<file path="src/sv/gtr_pkg.sv">
`timescale 1ns / 1ps

package gtr_pkg;

    localparam int GLYPH_COUNT = 39;
    localparam int CELL_SIZE   = 8;
    localparam int GLYPH_ROWS  = 6;
    localparam int CELL_BITS   = GLYPH_ROWS * CELL_SIZE;
    localparam int GLYPH_W     = $clog2(GLYPH_COUNT);
    localparam int OFF_W       = 11;   // holds 7 * 255

    localparam logic [GLYPH_W-1:0] GLYPH_DIGIT0 = 6'd26;
    localparam logic [GLYPH_W-1:0] GLYPH_DOT    = 6'd36;
    localparam logic [GLYPH_W-1:0] GLYPH_COLON  = 6'd37;
    localparam logic [GLYPH_W-1:0] GLYPH_BLANK  = 6'd38;

    localparam logic [7:0] CH_UPPER_A = 8'h41;
    localparam logic [7:0] CH_UPPER_Z = 8'h5A;
    localparam logic [7:0] CH_ZERO    = 8'h30;
    localparam logic [7:0] CH_NINE    = 8'h39;
    localparam logic [7:0] CH_PERIOD  = 8'h2E;
    localparam logic [7:0] CH_COLON   = 8'h3A;

    // Configuration register indexes
    localparam logic [2:0] CFG_SCALE    = 3'd0;
    localparam logic [2:0] CFG_FLIP     = 3'd1;
    localparam logic [2:0] CFG_STEP_X   = 3'd2;
    localparam logic [2:0] CFG_STEP_Y   = 3'd3;
    localparam logic [2:0] CFG_ORIGIN_X = 3'd4;
    localparam logic [2:0] CFG_ORIGIN_Y = 3'd5;
    localparam logic [2:0] CFG_INK      = 3'd6;

    // Cell rows 1..6, row 1 in the low byte, column c at bit c of its byte.
    localparam logic [CELL_BITS-1:0] FONT_ROM [GLYPH_COUNT] = '{
        48'h39393F39391E, 48'h1F23231F231F, 48'h1E330303331E,
        48'h1F3F3939391F, 48'h3F03031F033F, 48'h03031F03033F,
        48'h3E333B03331E, 48'h3131313F3131, 48'h1E0C0C0C0C1E,
        48'h0E1B1B18183C, 48'h331B0F0F1B33, 48'h3F0303030303,
        48'h3131353F3B31, 48'h31393D373331, 48'h1E333333331E,
        48'h03031F33331F, 48'h2E132B23231E, 48'h330B1F33331F,
        48'h1E39181E031E, 48'h0C0C0C0C0C3F, 48'h1E3931313131,
        48'h0C1A31313131, 48'h313B3F353131, 48'h21130E0C1A31,
        48'h0C0C0C1E3333, 48'h3F070E1C383F, 48'h1E333333331E,
        48'h1E0C0C0C0E0C, 48'h3F071E38391E, 48'h1F38381E381F,
        48'h183F19191B1E, 48'h1E39381F031F, 48'h1E33331F031E,
        48'h0E0E0C18303F, 48'h1E39391E391E, 48'h1E383E39391E,
        48'h0C0C00000000, 48'h0C0C000C0C00, 48'h000000000000
    };

    typedef enum logic [1:0] {
        ST_IDLE,
        ST_SCAN,
        ST_ADV
    } t_state;

    typedef struct packed {
        logic             lit;
        logic             last;
        logic             done;
        logic [OFF_W-1:0] x_off;
        logic [OFF_W-1:0] y_off;
    } t_scan_stat;

    function automatic logic [GLYPH_W-1:0] glyph_index(input logic [7:0] ch);
        logic [7:0] d;
        d = 8'd0;
        if (ch >= CH_UPPER_A && ch <= CH_UPPER_Z) begin
            d = ch - CH_UPPER_A;
            return d[GLYPH_W-1:0];
        end
        if (ch >= CH_ZERO && ch <= CH_NINE) begin
            d = ch - CH_ZERO;
            return d[GLYPH_W-1:0] + GLYPH_DIGIT0;
        end
        if (ch == CH_PERIOD) return GLYPH_DOT;
        if (ch == CH_COLON) return GLYPH_COLON;
        return GLYPH_BLANK;
    endfunction

endpackage

</file>
<file path="src/sv/gtr_cell_scan.sv">
`timescale 1ns / 1ps

module gtr_cell_scan
    import gtr_pkg::*;
(
    input  logic                 i_clk,
    input  logic                 i_rst_n,
    input  logic                 i_load,
    input  logic [CELL_BITS-1:0] i_rows,
    input  logic [1:0]           i_flip,
    input  logic [7:0]           i_scale,
    input  logic                 i_step,
    output t_scan_stat           o_stat
);

    logic [CELL_BITS-1:0] r_bits;
    logic [2:0]           r_col;
    logic [2:0]           r_row;
    logic [OFF_W-1:0]     r_xo;
    logic [OFF_W-1:0]     r_yo;

    logic [OFF_W-1:0] s_w;
    logic [OFF_W-1:0] seven_s;
    logic [OFF_W-1:0] six_s;
    logic [OFF_W-1:0] x_start;

    always_comb begin
        s_w     = {3'b000, i_scale};
        seven_s = (s_w << 3) - s_w;
        six_s   = (s_w << 2) + (s_w << 1);
        x_start = i_flip[1] ? seven_s : '0;
    end

    always_ff @(posedge i_clk) begin
        if (!i_rst_n) begin
            r_col <= '0;
            r_row <= '0;
        end else if (i_load) begin
            r_col <= '0;
            r_row <= '0;
        end else if (i_step) begin
            r_col <= r_col + 3'd1;
            if (r_col == 3'd7) begin
                r_row <= r_row + 3'd1;
            end
        end
    end

    // Payload side: bit shifter and running offsets
    always_ff @(posedge i_clk) begin
        if (i_load) begin
            r_bits <= i_rows;
            r_xo   <= x_start;
            r_yo   <= i_flip[0] ? six_s : s_w;
        end else if (i_step) begin
            r_bits <= {1'b0, r_bits[CELL_BITS-1:1]};
            if (r_col == 3'd7) begin
                r_xo <= x_start;
                r_yo <= i_flip[0] ? (r_yo - s_w) : (r_yo + s_w);
            end else begin
                r_xo <= i_flip[1] ? (r_xo - s_w) : (r_xo + s_w);
            end
        end
    end

    always_comb begin
        o_stat.lit   = r_bits[0];
        o_stat.last  = (r_bits[CELL_BITS-1:1] == '0);
        o_stat.done  = (r_row == 3'(GLYPH_ROWS - 1)) && (r_col == 3'd7);
        o_stat.x_off = r_xo;
        o_stat.y_off = r_yo;
    end

endmodule

</file>
<file path="src/sv/glyph_text_renderer_unit.sv">
// Glyph text renderer: turns a stream of character bytes into dot commands.
// Input stream: tdata carries the character code, tuser the first-of-string
// flag, which reloads the cursor from the origin registers before drawing.
// Output stream: one word per lit font pixel, in row then column order; tdata
// packs dot x, dot y, dot size and ink color, tlast marks the final dot of a
// character. Blank characters give no words but still advance the cursor.
// Timing: a character is taken in the idle state, then its six 8-bit glyph
// rows are shifted out of the cell scanner one bit per cycle unless a lit bit
// stalls, then the ADV state adds the cursor advance. The earliest dot is
// registered in the scanner on acceptance and then in the output register.
// The bit scan sets the rate; no new character is taken until ADV is done.
// Stall: the scanner holds on a lit bit while the output register is full
// and not taken, so every dot is delivered exactly once.
// Configuration is to be written via the write port while idle (unenforced).
// Reset (synchronous, active low) clears the cursor, empties the output
// register and restores the register defaults (scale 1, step x 1, white ink).
`timescale 1ns / 1ps

module glyph_text_renderer_unit
    import gtr_pkg::*;
(
    input  logic        i_clk,
    input  logic        i_rst_n,
    // Configuration write port
    input  logic        i_cfg_we,
    input  logic [2:0]  i_cfg_idx,
    input  logic [23:0] i_cfg_data,
    // Character input
    input  logic        i_s_tvalid,
    output logic        o_s_tready,
    input  logic [7:0]  i_s_tdata,   // [7:0] char_code
    input  logic        i_s_tuser,   // [0] first
    // Dot output
    output logic        o_m_tvalid,
    input  logic        i_m_tready,
    output logic [63:0] o_m_tdata,   // [15:0] dot_x, [31:16] dot_y,
                                     // [39:32] dot_size, [63:40] dot_color
    output logic        o_m_tlast    // last dot of the character
);

    t_state r_state, n_state;

    // Configuration registers
    logic [7:0]  r_scale;
    logic [1:0]  r_flip;
    logic [7:0]  r_step_x;
    logic [7:0]  r_step_y;
    logic [15:0] r_org_x;
    logic [15:0] r_org_y;
    logic [23:0] r_ink;

    logic [15:0] r_cur_x;
    logic [15:0] r_cur_y;

    logic        r_ovalid;
    logic [63:0] r_odata;
    logic        r_olast;

    logic        accept;
    logic        slot_free;
    logic        scan_step;
    logic        emit;
    logic [7:0]  s_eff;
    t_scan_stat  stat;

    logic signed [16:0] prod_x;
    logic signed [16:0] prod_y;
    logic [15:0]        adv_x;
    logic [15:0]        adv_y;

    assign s_eff     = (r_scale == 8'd0) ? 8'd1 : r_scale;
    assign accept    = i_s_tvalid && o_s_tready;
    assign slot_free = !r_ovalid || i_m_tready;

    // Next state
    always_comb begin
        n_state = r_state;
        unique case (r_state)
            ST_IDLE: if (accept) begin
                n_state = ST_SCAN;
            end
            ST_SCAN: if (scan_step && stat.done) begin
                n_state = ST_ADV;
            end
            ST_ADV: begin
                n_state = ST_IDLE;
            end
            default: n_state = ST_IDLE;
        endcase
    end

    // State outputs: advance the scanner on a dark bit, or on a lit bit once
    // the output register has room.
    always_comb begin
        o_s_tready = 1'b0;
        scan_step  = 1'b0;
        emit       = 1'b0;
        unique case (r_state)
            ST_IDLE: o_s_tready = 1'b1;
            ST_SCAN: begin
                scan_step = !stat.lit || slot_free;
                emit      = stat.lit && slot_free;
            end
            ST_ADV: begin
            end
            default: begin
            end
        endcase
    end

    always_ff @(posedge i_clk) begin
        if (!i_rst_n) begin
            r_state <= ST_IDLE;
        end else begin
            r_state <= n_state;
        end
    end

    always_ff @(posedge i_clk) begin
        if (!i_rst_n) begin
            r_scale  <= 8'd1;
            r_flip   <= 2'd0;
            r_step_x <= 8'd1;
            r_step_y <= 8'd0;
            r_org_x  <= 16'd0;
            r_org_y  <= 16'd0;
            r_ink    <= 24'hFFFFFF;
        end else if (i_cfg_we) begin
            unique case (i_cfg_idx)
                CFG_SCALE:    r_scale  <= i_cfg_data[7:0];
                CFG_FLIP:     r_flip   <= i_cfg_data[1:0];
                CFG_STEP_X:   r_step_x <= i_cfg_data[7:0];
                CFG_STEP_Y:   r_step_y <= i_cfg_data[7:0];
                CFG_ORIGIN_X: r_org_x  <= i_cfg_data[15:0];
                CFG_ORIGIN_Y: r_org_y  <= i_cfg_data[15:0];
                CFG_INK:      r_ink    <= i_cfg_data;
                default: begin
                    // drop writes to unknown indexes
                end
            endcase
        end
    end

    // Cursor advance: scale * step cells, eight pixels a cell, mod 2^16
    always_comb begin
        prod_x = $signed({9'd0, s_eff}) * $signed({{9{r_step_x[7]}}, r_step_x});
        prod_y = $signed({9'd0, s_eff}) * $signed({{9{r_step_y[7]}}, r_step_y});
        adv_x  = {prod_x[12:0], 3'b000};
        adv_y  = {prod_y[12:0], 3'b000};
    end

    always_ff @(posedge i_clk) begin
        if (!i_rst_n) begin
            r_cur_x <= 16'd0;
            r_cur_y <= 16'd0;
        end else if (accept && i_s_tuser) begin
            r_cur_x <= r_org_x;
            r_cur_y <= r_org_y;
        end else if (r_state == ST_ADV) begin
            r_cur_x <= r_cur_x + adv_x;
            r_cur_y <= r_cur_y + adv_y;
        end
    end

    gtr_cell_scan u_scan (
        .i_clk   (i_clk),
        .i_rst_n (i_rst_n),
        .i_load  (accept),
        .i_rows  (FONT_ROM[glyph_index(i_s_tdata)]),
        .i_flip  (r_flip),
        .i_scale (s_eff),
        .i_step  (scan_step),
        .o_stat  (stat)
    );

    // Output register: fill on emit, empty when the receiver takes the word
    always_ff @(posedge i_clk) begin
        if (!i_rst_n) begin
            r_ovalid <= 1'b0;
        end else if (emit) begin
            r_ovalid <= 1'b1;
        end else if (i_m_tready) begin
            r_ovalid <= 1'b0;
        end
    end

    always_ff @(posedge i_clk) begin
        if (emit) begin
            r_odata <= {r_ink, s_eff,
                        r_cur_y + {5'd0, stat.y_off},
                        r_cur_x + {5'd0, stat.x_off}};
            r_olast <= stat.last;
        end
    end

    assign o_m_tvalid = r_ovalid;
    assign o_m_tdata  = r_odata;
    assign o_m_tlast  = r_olast;

endmodule

</file>
<file path="config.mk">
export PLATFORM = sky130hd
export DESIGN_NAME = glyph_text_renderer_unit
export DESIGN_NICKNAME = d
export VERILOG_FILES = /design/src/sv/gtr_pkg.sv /design/src/sv/gtr_cell_scan.sv /design/src/sv/glyph_text_renderer_unit.sv
export SDC_FILE = /design/constraint.sdc
export NUM_CORES = 1
export LEC_CHECK = 0
export BUFFER_PORTS_ARGS = -buffer_cell sky130_fd_sc_hd__buf_2
export CORE_ASPECT_RATIO = 0.6
export CORE_MARGIN = 2
export CORE_UTILIZATION = 63
export DETAILED_ROUTE_END_ITERATION = 7
export PLACE_DENSITY_LB_ADDON = 0.3
export SLEW_MARGIN = 20
export SYNTH_ARGS = -nofsm -noshare
export SYNTH_HDL_FRONTEND = slang
export SYNTH_HIERARCHICAL = 1
export SYNTH_SLANG_ARGS = --single-unit
export TNS_END_PERCENT = 10
</file>
<file path="constraint.sdc">
create_clock -name i_clk -period 6.7 [get_ports i_clk]
set_input_delay 0 -clock i_clk [delete_from_list [all_inputs] [get_ports i_clk]]
set_output_delay 0 -clock i_clk [all_outputs]
set_load 0.005 [all_outputs]
</file>
==> metrics.txt <==
run status=finished, violations left; failing checks=DRC; syn avg cell area=roughly 9.0 sq um; IO Pins=108; Nets=2535; final instance area=21500 sq um; worst-path cell chain=nor4_1 > a21oi_1 > inv_1 > nand2_1 > fa_1 > fa_1 > inv_1 > ha_1 > inv_1 > fa_1 > inv_1 > ha_1 > a21o_1 > a21oi_1 > o21bai_1 > a21oi_1 > xnor2_1 > ha_1 > and3_1 > a211oi_1 > or3_1 > xnor2_1 > o22ai_1; Clock Latency Late Sink=about 540 ps; final hold viol count=0; Setup-failing EPs final=0; pin slew with the least headroom to its limit=1060 ps; Rel. slew slack=29.3%; postcts setup bufs=0; vias in the first global route=~16000; DP HPWL=41900 microns; CTS clk-pin slew, worst paths=70 ps; Cells after Synth=2154; sequential area share after synthesis=33.5%; largest net degree at the start of global routing=between 80 and 90; area of the die=approximately 32000 sq um; initial DRC count=2327; Pre-Repair DR Iteration Count=8; Clock Skew=roughly 14 ps; TritonCTS clock tree=yes; worst path bufs/invs=4; first-pass GRT wire length=slightly below 90000 microns; Overflow after GRT=0; Crit path arrival time=6250 ps; CP max stage cell=fa_1; CTS max path bufs=3; hold buffer count at CTS=33; worst-path fanout max=10; Lkg Pwr=9.06 nW; WL/cell=roughly 21 microns; core region area=around 30000 sq um; Site Rows=49; Post-Route WL=approximately 57000 microns; fmax=between 150 and 200 MHz; yosys warns=6; Startpoint Class=register; Power Density=186 nW/um^2; most frequent CP cell=inv_1; Setup TNS=0 ps; Vias/cell=6.34; Post-synth top flop=edfxtp_1; clock buffer count from CTS=25; WS Path Type=register to register; final hold slack=between 30 and 40 ps; Die X=231 microns; setup repair after global routing missed its margin=false; port bufs=between 100 and 150; leading post-synthesis cells by cell area=edfxtp_1, dfxtp_1, ha_1; Hold Crit Class=input port to register; CP top delay family=adder cells; max-slew violations=0; clk root buf=clkbuf_16; CP endpoint kind=register; Placed Cells incl. Taps=2596; Die H=140 microns; non-filler cells, final=2676; # DRC=1; GP Congestion=0.992; Period minus WS final=~5900 ps; post-route ant nets=0; synthesized flop and latch total=258; Unique masters post-synth=83; vias=around 17000; Yosys top cell area share=20.9%; initial core utilization=approximately 64%; period utilization=87.5%; Area growth syn-to-layout=10.7%; WP data required=7090 ps; clock tree sinks=258; initial antenna violation count=0; ratio of cells with drive above 1 in the final layout=11.4%; CP peak stage delay=600 ps; cell taking the most area after synthesis=edfxtp_1; overall global routing resource usage=35.0%; H-tree depth=1; Post-synth EDFFs=135; FFs w/ async S/R, synth=0%; Post-Syn Area=between 15000 and 20000 sq um; DP Area=20300 sq um; cts repair resizes=0; # Max-Cap Violations=0; VDD IR max=between 200 and 250 uV
[layout make-up]
type / instances / area (sq um)
flip-flops and latches: 258 / 6520
clock inverters: 17 / 194
multi-input cells: 1625 / 11900
inverters: 171 / 642
diodes: 2 / 5.00
repair buffers: 167 / 1070
clock buffers: 28 / 667
well taps: 408 / 510
fillers: 2256 / 8660
[flip-flops by register name, indices dropped and copies added, names as in the netlist]
| signal | flops |
|---|---|
| r_cur_y | 16 |
| r_org_y | 16 |
| u_scan/r_yo | 11 |
| u_scan/r_xo | 11 |
| r_cur_x | 16 |
| o_m_tdata | 64 |
| r_scale | 8 |
| r_flip | 2 |
| r_step_y | 8 |
| r_step_x | 8 |
| r_org_x | 16 |
| r_ink | 24 |
| o_m_tvalid | 1 |
| u_scan/r_col | 3 |
| u_scan/r_bits | 48 |
| o_m_tlast | 1 |
| u_scan/r_row | 3 |
| r_state | 2 |
[worst paths after layout]
| path | startpoint | endpoint | slack [ps] | cells after the start |
|---|---|---|---|---|
| setup / recovery | r_scale[3]$_SDFFE_PN0P_ | r_cur_y[15]$_SDFFE_PN0P_ | 840 | 23 |
| hold / removal | i_cfg_idx[2] | r_ink[0]$_SDFFE_PN1P_ | 30 | 5 |
| setup reg to reg | r_scale[3]$_SDFFE_PN0P_ | r_cur_y[15]$_SDFFE_PN0P_ | 840 | 23 |
| hold reg to reg | r_ink[1]$_SDFFE_PN1P_ | o_m_tdata[41]$_DFFE_PP_ | 430 | 0 |
[cell usage after synthesis, drive strengths merged (4+ instances only)]
library cell and number:
mux2i 16, dfxtp 123, fa 79, a31o 4
and3 14, a311oi 6, mux2 48, nor3b 6
o21a 8, a211oi 18, a211o 8, nand2b 22
nor2 103, o22ai 22, nand3b 6, o311ai 8
a21oi 157, o21ai 71, or3 9, nand3 69
a221o 4, o2111ai 7, nor4 17, and2 79
or2 8, nand4 8, clkbuf 90, xnor2 84
edfxtp 135, a21o 17, xor2 31, a21boi 5
a22oi 26, o21bai 11, o31ai 11, inv 171
a31oi 21, nand2 313, o211ai 27, buf 21
nor2b 22, or4 6, ha 167, a221oi 8
nor3 28
[worst reg2reg max path, delay by kind of cell, from the launching register on]
| family | cells | cell delay, ps |
|---|---|---|
| buffers and inverters | 4 | 500 |
| AND/OR/NAND/NOR | 4 | 1040 |
| flip-flops | 1 | 320 |
| AO/OA/AOI/OAI | 7 | 1050 |
| adder cells (fa/ha/maj) | 6 | 2550 |
| XOR/XNOR | 2 | 270 |
[where the power goes]
| group | switching (W) | internal [W] | total (W) |
|---|---|---|---|
| registers | 0.0000706 | 0.00179 | 0.00186 |
| clock network | 0.000657 | 0.000845 | 0.00150 |
| logic | 0.000395 | 0.000250 | 0.000645 |
| total | 0.00112 | 0.00288 | 0.00400 |
[cells by family (layout without fill, tap and decap cells)]
family,count (synthesis),after routing,synth area share [%]
AO/OA/AOI/OAI,467,467,15.5
adder cells (fa/ha/maj),246,246,18.9
AND/OR/NAND/NOR,721,721,17.6
other,1,14,0.0193
flip-flops,258,258,33.5
multiplexers,64,64,3.61
buffers and inverters,282,383,5.60
XOR/XNOR,115,115,5.19
[through the flow]
| step | worst slack [ps] | util, % | total power (W) |
|---|---|---|---|
| finish | 838 | 71.3 | 0.00400 |
| global route | 423 | 71.3 | 0.00413 |
| CTS | 853 | 71.2 | 0.00399 |
| detailed placement | 878 | 67.3 | 0.00249 |
| global placement | 1100 | 67.3 | 0.00247 |
| floorplan | 962 | - | 0.00229 |
[metal layers]
metal / up-vias / wire length, microns / global-route usage [%]
met5: - / 0 / 0
met4: 0 / 1340 / 8.22
met3: 113 / 8170 / 10.9
met2: 1014 / 22600 / 48.2
met1: 8097 / 25100 / 53.2
li1: 7739 / - / -
[layout by cell type (no fill, tap or decap), types with 8 or more instances in the layout]
master	Yosys	final
clkbuf_16	0	25
xor2_1	31	31
and2_1	79	78
o21ai_0	65	65
a22oi_1	26	26
and3_1	13	13
nand2_1	312	312
nand4_1	8	8
a211oi_1	17	17
nor2b_1	22	21
nand3_1	69	69
or2_2	8	8
or3_1	8	8
buf_4	1	27
conb_1	1	12
o22ai_1	22	22
a21oi_1	156	156
o21a_1	8	8
xnor2_1	84	84
o211ai_1	27	27
nor2_1	103	101
mux2_2	48	48
o21bai_1	11	11
dfxtp_1	123	123
a21o_1	16	16
nor3_1	28	27
edfxtp_1	135	135
inv_1	168	168
mux2i_1	16	16
fa_1	79	79
dlygate4sd3_1	0	33
buf_2	8	107
a211o_1	8	8
o31ai_1	11	11
a31oi_1	21	21
nor4_1	17	16
nand2b_1	22	22
ha_1	167	167
No activity file was read; power rests on OpenSTA's default activity.
